**config.mk**
```make
export PLATFORM = sky130hd
export DESIGN_NAME = sdpc_cfg
export DESIGN_NICKNAME = d
export VERILOG_FILES = /design/src/rtl/sdpc_pkg.sv /design/src/rtl/sdpc_cfg.sv
export SDC_FILE = /design/constraint.sdc
export NUM_CORES = 1
export LEC_CHECK = 0
export ABC_AREA = 1
export BUFFER_PORTS_ARGS = -buffer_cell sky130_fd_sc_hd__buf_2
export CORE_MARGIN = 2
export CORE_UTILIZATION = 50
export DETAILED_ROUTE_END_ITERATION = 7
export HOLD_SLACK_MARGIN = 0.12
export MAX_ROUTING_LAYER = met4
export PLACE_DENSITY = 0.82
export SKIP_CTS_REPAIR_TIMING = 1
export SLEW_MARGIN = 10
export SYNTH_ARGS = -nofsm -noshare
export SYNTH_HDL_FRONTEND = slang
export SYNTH_SLANG_ARGS = --single-unit
```
**constraint.sdc**
```tcl
create_clock -name i_clk -period 1.08 [get_ports i_clk]
set_input_delay 0.108 -clock i_clk [delete_from_list [all_inputs] [get_ports i_clk]]
set_output_delay 0.108 -clock i_clk [all_outputs]
set_load 0.03 [all_outputs]
```
**src/rtl/sdpc_pkg.sv**
```systemverilog
`default_nettype none
// ---------------------------------------------------------------------------
// sdpc_pkg
// Shared types and constants of the straight drive proportional controller.
// ---------------------------------------------------------------------------
package sdpc_pkg;

    // configuration port
    localparam int CFG_IDX_W  = 3;
    localparam int CFG_DATA_W = 20;

    localparam logic [CFG_IDX_W-1:0] CFG_DIRECTION   = 3'd0;
    localparam logic [CFG_IDX_W-1:0] CFG_INIT_POWER  = 3'd1;
    localparam logic [CFG_IDX_W-1:0] CFG_SPEED_PCT   = 3'd2;
    localparam logic [CFG_IDX_W-1:0] CFG_TARGET_DEG  = 3'd3;
    localparam logic [CFG_IDX_W-1:0] CFG_RAMP_START  = 3'd4;
    localparam logic [CFG_IDX_W-1:0] CFG_RAMP_END    = 3'd5;
    localparam logic [CFG_IDX_W-1:0] CFG_SLOW_FACTOR = 3'd6;
    localparam logic [CFG_IDX_W-1:0] CFG_SMOOTH      = 3'd7;

    // field widths
    localparam int DIST_W = 20;
    localparam int PWR_W  = 20;
    localparam int MV_W   = 15;

    // power arithmetic
    localparam int EMAG_W = 30;              // |error| in percent * 400
    localparam int DV_W   = 29;              // 400 * target
    localparam int NUM_W  = 45;              // |error| * speed * 256
    localparam int Q_W    = 19;              // quotient bits below saturation
    localparam int DIV_STEPS = Q_W;
    localparam int DIV_CNT_W = 5;

    localparam logic signed [PWR_W-1:0] PWR_MAX = 20'sh7FFFF;
    localparam logic signed [PWR_W-1:0] PWR_MIN = 20'sh80000;

    // millivolt scaling: trunc(|x| * 120 / 25600), saturating at 12000
    localparam logic [21:0]     X_SAT    = 22'd2560214;
    localparam logic [19:0]     RECIP_25 = 20'd671089;   // ceil(2^24 / 25)
    localparam int              V_W      = 19;
    localparam logic [MV_W-1:0] MV_LIMIT = 15'd12000;

    typedef struct packed {
        logic signed [1:0]        direction;
        logic signed [15:0]       init_power;
        logic [6:0]               speed_pct;
        logic [DIST_W-1:0]        target_deg;
        logic [DIST_W-1:0]        ramp_start_deg;
        logic [DIST_W-1:0]        ramp_end_deg;
        logic [7:0]               slow_factor_pct;
        logic                     smooth;
    } t_cfg;

    // commands from the controller to the datapath
    typedef struct packed {
        logic load;     // capture input item
        logic mag;      // sums, magnitude, restart
        logic test;     // distance tests, error terms, done result
        logic pmul;     // error times speed
        logic dchk;     // overflow check, divider init
        logic dstep;    // one divider step
        logic dlast;    // last divider step, write power
        logic dmul;     // drift product
        logic scale;    // side sums, millivolt scaling
        logic recip;    // divide by 25, saturate, sign
        logic oload;    // move result to output register
    } t_cmd;

    // status from the datapath
    typedef struct packed {
        logic hit;      // target reached
        logic in_win;   // inside ramp window
        logic ovf;      // power quotient saturates
    } t_sts;

endpackage
`default_nettype wire

```
**src/rtl/sdpc_cfg.sv**
```systemverilog
`default_nettype none
// ---------------------------------------------------------------------------
// sdpc_cfg
// Configuration register file, written one register per write.
// ---------------------------------------------------------------------------
module sdpc_cfg import sdpc_pkg::*; (
    input  wire logic                  i_clk,
    input  wire logic                  i_rst_n,
    input  wire logic                  i_we,
    input  wire logic [CFG_IDX_W-1:0]  i_index,
    input  wire logic [CFG_DATA_W-1:0] i_data,
    output t_cfg                       o_cfg
);

    t_cfg r_cfg;
    t_cfg n_cfg;

    // register decode
    always_comb begin
        n_cfg = r_cfg;
        if (i_we) begin
            unique case (i_index)
                CFG_DIRECTION:   n_cfg.direction       = i_data[1:0];
                CFG_INIT_POWER:  n_cfg.init_power      = i_data[15:0];
                CFG_SPEED_PCT:   n_cfg.speed_pct       = i_data[6:0];
                CFG_TARGET_DEG:  n_cfg.target_deg      = i_data[DIST_W-1:0];
                CFG_RAMP_START:  n_cfg.ramp_start_deg  = i_data[DIST_W-1:0];
                CFG_RAMP_END:    n_cfg.ramp_end_deg    = i_data[DIST_W-1:0];
                CFG_SLOW_FACTOR: n_cfg.slow_factor_pct = i_data[7:0];
                CFG_SMOOTH:      n_cfg.smooth          = i_data[0];
                default:         n_cfg = r_cfg;
            endcase
        end
    end

    always_ff @(posedge i_clk) begin
        if (!i_rst_n) begin
            r_cfg.direction       <= 2'sd1;
            r_cfg.init_power      <= '0;
            r_cfg.speed_pct       <= 7'd50;
            r_cfg.target_deg      <= 20'd1000;
            r_cfg.ramp_start_deg  <= '0;
            r_cfg.ramp_end_deg    <= 20'd1000;
            r_cfg.slow_factor_pct <= 8'd100;
            r_cfg.smooth          <= 1'b0;
        end else begin
            r_cfg <= n_cfg;
        end
    end

    assign o_cfg = r_cfg;

endmodule
`default_nettype wire

```
# ---- Word-level counts from Yosys, hierarchy flattened
# Cells that the tools add are included.
# Widths: inputs -> output; s select.
dict set report word_totals {
  register_bits 94
  output_inout_bits 94
}
dict set report op_classes {
  eq_ne 7
  reduce_logical 9
}
# operator n
set op_table {}
lappend op_table {{$reduce_and 2->1} 8}
lappend op_table {{$eq 3x3->1 const B} 4}
lappend op_table {{$eq 3x2->1 const B} 2}
lappend op_table {{$eq 3x1->1 const B} 1}
lappend op_table {{$logic_not 3->1} 1}

# ---- Depth between registers and ports, before layout
dict set report logic_depth {
  ltp_word 2
  depth_mapped 7
  ltp_nobuf 5
}

# ---- Worst setup path before layout
# Ideal clock, no wire load.
dict set report synth_timing {
  kind {in2reg}
  from {in i_we}
  to {reg r_cfg, in the netlist o_cfg[93]}
  arrival_time_ps 718
  slack_ps 249
  stages 7
  path_buffers 2
  path_cell_list {inv_1 > nor2_1 > buf_2 > buf_4 > nand3_1 > nand2_1 > nor2_1}
}
dict set report synth_between {
  elab_chain_len 1
}
# item line
set synth_rtl {}
lappend synth_rtl {{start, declared} sdpc_cfg.sv:9} ;# input wire logic i_we,
lappend synth_rtl {{$reduce_and 2->1 (no source line)} --}
lappend synth_rtl {{end signal, assigned} sdpc_cfg.sv:47} ;# r_cfg <= n_cfg;
lappend synth_rtl {{end, declared} sdpc_cfg.sv:15} ;# t_cfg r_cfg;
# No other way between the ends.
# A chain may end at the register's enable or synchronous reset.

# ---- Final worst setup path
dict set report layout_timing {
  from {reg r_cfg, in the netlist o_cfg[69]}
  to {out o_cfg[69] (netlist bit)}
}
# item line
set layout_lines {}
lappend layout_lines {{end, declared} sdpc_cfg.sv:12} ;# output t_cfg o_cfg
# No word-level cell between the ends.

==> flow_summary.yaml <==
outcome:
  outcome: "completed"
routing:
  routed_wl_um: 10100
  drtAntennaViolNets: 0
  route.detailed.drc: 0
  wl_per_cell_um: 13.2
  drt_iter0_drc: 271
  vias_per_cell: 5.04
  num_vias: 3849
  drtPass1Iterations: 5
yosys:
  ys_types: 12
  synth_cells: 532
  yosys.area.top_type: "dfxtp_1"
  synth-seq-area-share_pct: 50.8
  synth_nets: 558
  syn_area_sq_mm: 0.00370
  synth.area.top_cells: "dfxtp_1 51%, nor2_1 16%, nand2_1 13%, nand3_1 13%, buf_2 2.7%"
  yosysWarnings: 0
  syn_area_per_cell_sq_um: 6.96
  synth-seq-cells: 94
  synth_top_area_share_pct: 50.8
worst_setup_path:
  slowest_delay_ns: 0.39
  crit_arrival_ns: 0.97
  timing.rr.start: "o_cfg[1]$_SDFFE_PN0P_"
  worst_ep_required_time_ns: 0.97
  r2r_cells: 2
  startpoint_type: "flip-flop"
  crit_fanout: 2
  critical_path_buf_inv_count: 1
  path_depth: 1
  cpLargestDelayFamily: "flip-flops"
  slowest_stage: "dfxtp_1"
  cp-startpoint: "o_cfg[69]$_SDFFE_PN0P_"
  crit_type: "flip-flop to primary output"
  r2r_setup_slack_ns: 0.47
  cp-end-kind: "primary output"
  cp_cell_sequence: "buf_2"
grt:
  grt_pass1_wl_um: 16500
  grt_max_degree: 64
  overflow: 0
  grtUsageTotal_pct: 25.8
  grt_antenna_before_repair: 0
  grt_pass1_vias: 3489
clock_network:
  clkTransAtPathRegs_ns: 0.09
  root_buffer: "clkbuf_8"
  numCtsBuffers: 9
  cts_sinks: 94
  htree_levels: 3
  clockBufferDepth: 2
  cts_tree: "built"
  clk_latency_ns: 0.36
place:
  post-place-ws_ns: -0.0413
  dp_cells: 738
  placed_area_sq_mm: 0.00446
  gp_congestion: 0.904
  post-dp-hpwl_um: 7290
  port_buffers: 119
final_layout:
  regArea_sq_mm: 0.00188
  finalNonFillerCells: 764
  drive_above_1_share_pct: 24.7
  antenna_cells: 0
  final_core_utilization_pct: 65.8
  fillers: 659
  multi_input_area_sq_mm: 0.00156
  area_delta_synth_final_pct: 28.3
  final_cell_area_sq_mm: 0.00475
  layout.nets: 686
  largest_reg_flops: 94
timing:
  max_slew.worst_pin.slew_ns: 0.362
  skew_ns: 0
  fmax_mhz: 931
  slew_headroom_pct: 75.8
  hold_viol: 0
  finalSetupTns_ns: 0
  period_share_pct: 99.5
  slew_viol_final: 0
  finalSetupViolCount: 0
  fin_hold_ws_ns: 0.107
  period_needed_ns: 1.07
  final.setup.worst_slack_ns: 0.00569
die:
  core.rowCount: 31
  design.die.area_sq_mm: 0.00811
  core-area_sq_mm: 0.00721
  die_y_um: 90.0
  io-pin-count: 120
  initial_utilization_pct: 51.3
  die_x_um: 90.0
power:
  vdd_drop_max_mv: 0.696
  p_per_area_mw_per_mm2: 1430
  power.leakage_nw: 2.40
  power.total_mw: 6.78
worst_hold_path:
  hold_class: "input pin to flip-flop"
  hp-start: "i_data[18]"
  whs_path_depth: 5
job:
  drv_cap: 0
==> routing by layer <==
layer	share of wire [%]	track usage (%)	vias up
li1	-	-	1901
met1	41	31.7	1720
met2	47	39.5	195
met3	8.9	5.36	33
met4	3.5	15.0	0
met5	0	-	-
==> cells by family (layout without fill, tap and decap cells) <==
| kind of cell | count (synthesis) | in the layout | synth area share (%) |
|---|---|---|---|
| buffers and inverters | 58 | 191 | 7.07 |
| DFF | 94 | 94 | 50.8 |
| and+or+nand+nor | 380 | 380 | 42.1 |
==> final cells by class <==
cell class	instances	area share, %
Sequential cell	94	39.7
Multi-Input combinational cell	380	32.9
Timing Repair Buffer	149	19.1
Clock buffer	10	2.90
Tap cell	99	2.61
Inverter	26	2.05
Clock inverter	6	0.790
==> power breakdown <==
group	switching (mW)	internal, mW
combinational	0.706	0.337
sequential	0.0671	3.59
clock	1.19	0.886
total	1.97	4.81
==> Yosys cell counts <==
master,instances
buf_1,4
buf_2,20
buf_4,5
clkbuf_1,3
dfxtp_1,94
inv_1,24
inv_2,2
nand2_1,125
nand3_1,93
nor2_1,158
nor2_2,3
nor2_4,1
==> worst register-to-register path, stage by stage, from the launching register on <==
cell     delay (ns)
dfxtp_1        0.38
nor2_1         0.06
nor2_1         0.11
==> path summary, 6_finish.rpt <==
kind / endpoint
worst max-delay path: o_cfg[69]
worst min-delay path: o_cfg[27]$_SDFFE_PN0P_
worst max register to register: o_cfg[1]$_SDFFE_PN0P_
worst min register to register: o_cfg[52]$_SDFFE_PN1P_
==> cell usage in the layout (no fill, tap or decap), types with 3 or more instances in the layout <==
cell type      instances
clkinvlp_4             3
dlygate4sd3_1         10
clkbuf_4               4
clkbuf_8              10
nand3_1               93
buf_12                 4
nand2_1              125
dfxtp_1               92
clkinv_2               3
buf_4                 17
inv_1                 24
buf_2                114
nor2_2                 4
nor2_1               157
(Power assumes the default switching activity.)
