<file path="src/rtl/sdpc_pkg.sv">
`default_nettype none
// ---------------------------------------------------------------------------
// sdpc_pkg
// Shared types and constants of the straight drive proportional controller.
// ---------------------------------------------------------------------------
package sdpc_pkg;

    // configuration port
    localparam int CFG_IDX_W  = 3;
    localparam int CFG_DATA_W = 20;

    localparam logic [CFG_IDX_W-1:0] CFG_DIRECTION   = 3'd0;
    localparam logic [CFG_IDX_W-1:0] CFG_INIT_POWER  = 3'd1;
    localparam logic [CFG_IDX_W-1:0] CFG_SPEED_PCT   = 3'd2;
    localparam logic [CFG_IDX_W-1:0] CFG_TARGET_DEG  = 3'd3;
    localparam logic [CFG_IDX_W-1:0] CFG_RAMP_START  = 3'd4;
    localparam logic [CFG_IDX_W-1:0] CFG_RAMP_END    = 3'd5;
    localparam logic [CFG_IDX_W-1:0] CFG_SLOW_FACTOR = 3'd6;
    localparam logic [CFG_IDX_W-1:0] CFG_SMOOTH      = 3'd7;

    // field widths
    localparam int DIST_W = 20;
    localparam int PWR_W  = 20;
    localparam int MV_W   = 15;

    // power arithmetic
    localparam int EMAG_W = 30;              // |error| in percent * 400
    localparam int DV_W   = 29;              // 400 * target
    localparam int NUM_W  = 45;              // |error| * speed * 256
    localparam int Q_W    = 19;              // quotient bits below saturation
    localparam int DIV_STEPS = Q_W;
    localparam int DIV_CNT_W = 5;

    localparam logic signed [PWR_W-1:0] PWR_MAX = 20'sh7FFFF;
    localparam logic signed [PWR_W-1:0] PWR_MIN = 20'sh80000;

    // millivolt scaling: trunc(|x| * 120 / 25600), saturating at 12000
    localparam logic [21:0]     X_SAT    = 22'd2560214;
    localparam logic [19:0]     RECIP_25 = 20'd671089;   // ceil(2^24 / 25)
    localparam int              V_W      = 19;
    localparam logic [MV_W-1:0] MV_LIMIT = 15'd12000;

    typedef struct packed {
        logic signed [1:0]        direction;
        logic signed [15:0]       init_power;
        logic [6:0]               speed_pct;
        logic [DIST_W-1:0]        target_deg;
        logic [DIST_W-1:0]        ramp_start_deg;
        logic [DIST_W-1:0]        ramp_end_deg;
        logic [7:0]               slow_factor_pct;
        logic                     smooth;
    } t_cfg;

    // commands from the controller to the datapath
    typedef struct packed {
        logic load;     // capture input item
        logic mag;      // sums, magnitude, restart
        logic test;     // distance tests, error terms, done result
        logic pmul;     // error times speed
        logic dchk;     // overflow check, divider init
        logic dstep;    // one divider step
        logic dlast;    // last divider step, write power
        logic dmul;     // drift product
        logic scale;    // side sums, millivolt scaling
        logic recip;    // divide by 25, saturate, sign
        logic oload;    // move result to output register
    } t_cmd;

    // status from the datapath
    typedef struct packed {
        logic hit;      // target reached
        logic in_win;   // inside ramp window
        logic ovf;      // power quotient saturates
    } t_sts;

endpackage
`default_nettype wire

</file>
<file path="src/rtl/sdpc_ctrl.sv">
`default_nettype none
// ---------------------------------------------------------------------------
// sdpc_ctrl
// Sequencer: steps one item through the datapath, owns the handshakes.
// ---------------------------------------------------------------------------
module sdpc_ctrl import sdpc_pkg::*; (
    input  wire logic i_clk,
    input  wire logic i_rst_n,
    input  wire logic i_valid,
    output logic      o_stall,
    output logic      o_valid,
    input  wire logic i_stall,
    input  wire t_sts i_sts,
    output t_cmd      o_cmd
);

    localparam logic [3:0] ST_IDLE  = 4'd0;
    localparam logic [3:0] ST_MAG   = 4'd1;
    localparam logic [3:0] ST_TEST  = 4'd2;
    localparam logic [3:0] ST_PMUL  = 4'd3;
    localparam logic [3:0] ST_DCHK  = 4'd4;
    localparam logic [3:0] ST_DIV   = 4'd5;
    localparam logic [3:0] ST_DMUL  = 4'd6;
    localparam logic [3:0] ST_SCALE = 4'd7;
    localparam logic [3:0] ST_RECIP = 4'd8;
    localparam logic [3:0] ST_FIN   = 4'd9;

    localparam logic [DIV_CNT_W-1:0] CNT_LAST = DIV_CNT_W'(DIV_STEPS - 1);

    logic [3:0]           r_state, n_state;
    logic [DIV_CNT_W-1:0] r_cnt, n_cnt;
    logic                 r_oval, n_oval;

    // next state and commands
    always_comb begin
        n_state = r_state;
        n_cnt   = r_cnt;
        o_cmd   = '0;
        unique case (r_state)
            ST_IDLE: begin
                if (i_valid) begin
                    o_cmd.load = 1'b1;
                    n_state    = ST_MAG;
                end
            end
            ST_MAG: begin
                o_cmd.mag = 1'b1;
                n_state   = ST_TEST;
            end
            ST_TEST: begin
                o_cmd.test = 1'b1;
                priority if (i_sts.hit) begin
                    n_state = ST_FIN;
                end else if (i_sts.in_win) begin
                    n_state = ST_PMUL;
                end else begin
                    n_state = ST_DMUL;
                end
            end
            ST_PMUL: begin
                o_cmd.pmul = 1'b1;
                n_state    = ST_DCHK;
            end
            ST_DCHK: begin
                o_cmd.dchk = 1'b1;
                n_cnt      = '0;
                n_state    = i_sts.ovf ? ST_DMUL : ST_DIV;
            end
            ST_DIV: begin
                o_cmd.dstep = 1'b1;
                if (r_cnt == CNT_LAST) begin
                    o_cmd.dlast = 1'b1;
                    n_state     = ST_DMUL;
                end else begin
                    n_cnt = r_cnt + 1'b1;
                end
            end
            ST_DMUL: begin
                o_cmd.dmul = 1'b1;
                n_state    = ST_SCALE;
            end
            ST_SCALE: begin
                o_cmd.scale = 1'b1;
                n_state     = ST_RECIP;
            end
            ST_RECIP: begin
                o_cmd.recip = 1'b1;
                n_state     = ST_FIN;
            end
            ST_FIN: begin
                if (!r_oval || !i_stall) begin
                    o_cmd.oload = 1'b1;
                    n_state     = ST_IDLE;
                end
            end
            default: n_state = ST_IDLE;
        endcase
    end

    // output item valid
    always_comb begin
        n_oval = r_oval;
        priority if (o_cmd.oload) begin
            n_oval = 1'b1;
        end else if (!i_stall) begin
            n_oval = 1'b0;
        end
    end

    always_ff @(posedge i_clk) begin
        if (!i_rst_n) begin
            r_state <= ST_IDLE;
            r_cnt   <= '0;
            r_oval  <= 1'b0;
        end else begin
            r_state <= n_state;
            r_cnt   <= n_cnt;
            r_oval  <= n_oval;
        end
    end

    assign o_stall = (r_state != ST_IDLE);
    assign o_valid = r_oval;

endmodule
`default_nettype wire

</file>
<file path="config.mk">
export PLATFORM = sky130hd
export DESIGN_NAME = sdpc_ctrl
export DESIGN_NICKNAME = d
export VERILOG_FILES = /design/src/rtl/sdpc_pkg.sv /design/src/rtl/sdpc_ctrl.sv
export SDC_FILE = /design/constraint.sdc
export NUM_CORES = 1
export LEC_CHECK = 0
export BUFFER_PORTS_ARGS = -buffer_cell sky130_fd_sc_hd__buf_4
export CELL_PAD_IN_SITES_DETAIL_PLACEMENT = 1
export CELL_PAD_IN_SITES_GLOBAL_PLACEMENT = 1
export CORE_MARGIN = 5
export CORE_UTILIZATION = 41
export CTS_BUF_LIST = sky130_fd_sc_hd__clkbuf_8
export DETAILED_ROUTE_END_ITERATION = 7
export GPL_TIMING_DRIVEN = 0
export PLACE_DENSITY_LB_ADDON = 0.1
export REMOVE_ABC_BUFFERS = 1
export SYNTH_ARGS = -nofsm -noshare
export SYNTH_HDL_FRONTEND = slang
export SYNTH_SLANG_ARGS = --single-unit
</file>
<file path="constraint.sdc">
create_clock -name i_clk -period 4.3 [get_ports i_clk]
set_input_delay 0.215 -clock i_clk [delete_from_list [all_inputs] [get_ports i_clk]]
set_output_delay 0.215 -clock i_clk [all_outputs]
set_load 0.005 [all_outputs]
</file>
### Word level (Yosys, flattened, before mapping)

Index checks and enable logic that the tools add are counted.

| word-level totals | value |
|---|---|
| output and inout port bits | 13 |
| word-level logic and storage cells | 51 |
| register bits | 10 |
| input port bits | 7 |

| operators by class | value |
|---|---|
| add/sub/neg operators | 1 |
| equality and inequality tests | 15 |
| muxes and demuxes | 24 |
| reduce and logical (&&, ||, !) cells | 8 |

Operator list:

| operator | count |
|---|---|
| 4-bit case mux with 10 select lines | 1 |
| 4-bit by 3-bit equality test with 1-bit output (second input constant) | 4 |
| 4-bit 2-to-1 mux | 4 |
| 1-bit 2-to-1 mux | 14 |
| 5-bit case mux with 2 select lines | 1 |
| 4-bit by 2-bit equality test with 1-bit output (second input constant) | 2 |
| 4-bit equality test (second input constant) | 2 |
| 2-bit inequality test (second input constant) | 4 |
| 5-bit by 1-bit adder with 5-bit output (second input constant) | 1 |
| 5-bit equality test (second input constant) | 1 |
| 5-bit 2-to-1 mux | 1 |
| 4-bit by 1-bit equality test with 1-bit output (second input constant) | 1 |
| 4-bit zero test | 1 |
| 2-bit 2-to-1 mux | 2 |
| 4-bit nonzero test | 1 |
| 3-bit 2-to-1 mux | 1 |
| 3-bit AND reduction | 1 |
| 1-bit zero test | 2 |
| 2-bit by 1-bit inequality test with 1-bit output (second input constant) | 1 |
| 2-bit AND reduction | 1 |
| 2-bit nonzero test | 1 |
| 1-bit logical OR | 1 |

### Logic depth before layout (Yosys ltp)

| depth | value |
|---|---|
| word-level depth | 5 |
| depth in mapped cells | 6 |
| mapped depth without buffers | 6 |

### Least setup slack after synthesis

Ideal clock, no wire load.

| path | value |
|---|---|
| kind | reg-to-reg |
| from | register r_cnt[0] |
| to | register r_state[3] |
| path buffers | 0 |
| library setup time | 0.134 ns |
| data required time | 4.166 ns |
| arrival time | 1.236 ns |
| stages on the path, launching flop included | 6 |
| clock period less this slack | 1.370 ns |
| slack | 2.930 ns |
| cells stage by stage | dfxtp_1 -> inv_1 -> ha_1 -> and4bb_2 -> o31ai_1 -> a211oi_2 |

| between the ends | value |
|---|---|
| word-level cells in the longest chain between the ends | 3 |

Ends and longest elaborated chain:

| item | RTL line | text |
|---|---|---|
| from (decl) | sdpc_ctrl.sv:31 | `logic [DIV_CNT_W-1:0] r_cnt, n_cnt;` |
| from (signal assigned) | sdpc_ctrl.sv:117 | `r_cnt <= n_cnt;` |
| 5-bit equality test | sdpc_ctrl.sv:71 | `if (r_cnt == CNT_LAST) begin` |
| 2-bit inequality test (no source line) | n/a |  |
| 3-bit AND reduction (no source line) | n/a |  |
| to (signal assigned) | sdpc_ctrl.sv:116 | `r_state <= n_state;` |
| to (decl) | sdpc_ctrl.sv:30 | `logic [3:0] r_state, n_state;` |

No other way between the ends.
A chain may end at the register's enable or synchronous reset.

==> flow_summary.ini <==
[power_and_ir_drop]
swShare = 0.325
power_frac_clock = 0.359
pwr-share-comb = 0.270
intPower_uw = 226
p_switching_uw = 109
p_seq_frac = 0.371
power_leakage_nw = 0.370
total_power_uw = 335
ir_drop_mv = 0.177
power_density_nw_per_um2 = 370

[floorplan]
rows = 15
initial_core_util = 0.423
die_w_um = 52
design.core.area_um2 = 1710
num_io_pins = 20
die_area_um2 = 2700
die_h_um = 52

[global_route]
overflow = 0
track_usage = 0.174
grt_pass1_wl_um = 3460
grt_pass1_vias = 726
grt_max_degree = 20
antenna_found_initial = 0

[detailed_routing]
vias = 703
drc = 0
routedWlPerCell_um = 15.9
drt_iter0_markers = 4
vias_per_cell = 5.45
drtPass1Iterations = 4
finalWirelength_um = 2060
postRouteAntennaNets = 0

[placement]
numPortBuffers = 19
gp_congestion = 0.734
hpwl_um = 1460

[timing]
worst-slew-pin-transition_ns = 0.658
setup_viol = 0
tns_ns = 0
fin_crit_sh = 0.440
slew_headroom = 0.561
rsz0062_at_grt = false
layout_min_cycle_time_ns = 1.89
skew_ns = 0.00214
hold_violations = 0
holdWs_ns = 0.291
slew_violations = 0
fmax_ghz = 0.528

[final_layout]
ff_latch_area_um2 = 200
final_layout_size_suffix_gt1_frac = 0.327
syn2layout_area_growth_pct = 25.1
final_nets = 114
multi_input_area_um2 = 460
fillers = 205
diodes = 0

[setup_path]
required_ns = 4.09
critPathKind = flop to output pin
cpPeakStageDelay_ns = 0.64
crit_family = flip-flops
cp_cell_sequence = nand2_1 > nor4_1 > buf_4
critPathArrivalTime_ns = 1.68
critPathCaptureType = output pin
regToRegSetupSlack_ns = 2.58
critPathMaxFanout = 16
crit_slowest_cell = dfxtp_1
worst-path-buf-inv = 1
crit_path_start_kind = flop

[synth]
yosysTopAreaCellShare = 0.277
synth_common_cells = 11 x nor2_1, 10 x dfxtp_1, 7 x nor3_1
yosys-top-cells-area = dfxtp_1 28%, nor2_1 5.7%, nor3_1 4.8%
synth_most_common_cell = nor2_1
postSynthCellCount = 87
synth_cell_types = 38
avgSynthCellArea_um2 = 8.31
synthArstFlopShare = 0
synth-edff-count = 0
synth_flop_cell = dfxtp_1
yosysSeqAreaShare = 0.277
synth_seq_cells = 10
netlist_area_um2 = 723
yosys_warnings = 0
synth.largest_area_cell = dfxtp_1

[clock_network]
cts_max_path_buffers = 2
cts_made_buffers = 3
cts-root-buf = clkbuf_8
htreeDepth = 1
postCtsSetupBuffers = 0
ctsResizeCount = 0
clk_latency_ns = 0.23
tritoncts = yes
clkSinkCount = 10
cts_hold_buf = 0
clkSlewWorstSetupHoldPaths_ns = 0.05

[job]
cap_violations = 0

[run_status]
run_status = finished, final reports clean

[min_path]
hp-class = input port to flop
worst reg2reg max path, delay by kind of cell, from the launching register on:
family | cells | cell delay (ns)
DFF | 1 | 0.64
AOI/OAI and AO/OA | 2 | 0.64
and+or+nand+nor | 1 | 0.30
sequential cells by signal, summed over array words and instances, names as in the netlist:
signal / count
o_valid: 1
r_state: 4
r_cnt: 5
cell usage in the layout, fill, tap and decap left out, types with 3 or more instances in the layout:
| cell type | instances |
|---|---|
| clkbuf_8 | 4 |
| nand2b_1 | 5 |
| buf_4 | 19 |
| nor2_1 | 11 |
| a21oi_1 | 4 |
| nor3_1 | 7 |
| o21ai_0 | 4 |
| dfxtp_1 | 10 |
| inv_1 | 4 |
| nand4_1 | 3 |
| nand2_1 | 3 |
cells by family (layout without fill, tap and decap cells):
kind of cell | count (synthesis) | after routing | synth area share
buffers and inverters | 10 | 27 | 0.0865
AOI/OAI and AO/OA | 17 | 17 | 0.175
muxes | 3 | 3 | 0.0433
and+or+nand+nor | 42 | 42 | 0.348
adders and majority gates | 2 | 2 | 0.0346
DFF | 10 | 10 | 0.277
xor gates and xnor gates | 3 | 3 | 0.0363
power by group through the flow:
stage | clock network (mW) | logic [mW] | registers, mW
6_report | 0.120 | 0.0904 | 0.124
3_5_place_dp | 0 | 0.0888 | 0.125
4_1_cts | 0.121 | 0.0919 | 0.124
3_3_place_gp | 0 | 0.0874 | 0.126
2_1_floorplan | 0 | 0.0535 | 0.118
5_1_grt | 0.128 | 0.100 | 0.127
routing by layer:
metal | vias up | GRT usage | part of all wire
met5 | - | 0 | 0
met4 | 0 | 0.0742 | 0.021
met3 | 6 | 0.0430 | 0.047
met2 | 17 | 0.303 | 0.50
met1 | 338 | 0.199 | 0.43
li1 | 342 | - | -
per-stage QoR:
step / cell area [µm²] / utilization / std cells / setup slack, ns
2_1_floorplan: 676 / - / 81 / 2.92
3_3_place_gp: 850 / 0.497 / 125 / 2.65
3_5_place_dp: 850 / 0.497 / 125 / 2.62
4_1_cts: 905 / 0.530 / 129 / 2.42
5_1_grt: 905 / 0.530 / 129 / 2.22
6_report: 905 / 0.530 / 129 / 2.41
final timing paths:
| check | from | endpoint | depth (start not counted) |
|---|---|---|---|
| worst max-delay path | r_state[2]$_SDFFE_PN0P_ | o_cmd[4] | 3 |
| worst min-delay path | i_stall | o_valid$_SDFFE_PN0P_ | 3 |
| worst max register to register | r_state[2]$_SDFFE_PN0P_ | r_state[3]$_SDFFE_PN0P_ | 3 |
| worst min register to register | o_valid$_SDFFE_PN0P_ | o_valid$_SDFFE_PN0P_ | 2 |
area by class of cell:
type / instances / area share
multi-input combinational: 67 / 0.509
sequential: 10 / 0.221
timing repair buffer: 19 / 0.158
clock buffer: 4 / 0.0609
tap: 25 / 0.0346
inverter: 4 / 0.0166
Power figures use the tool's default switching activity.
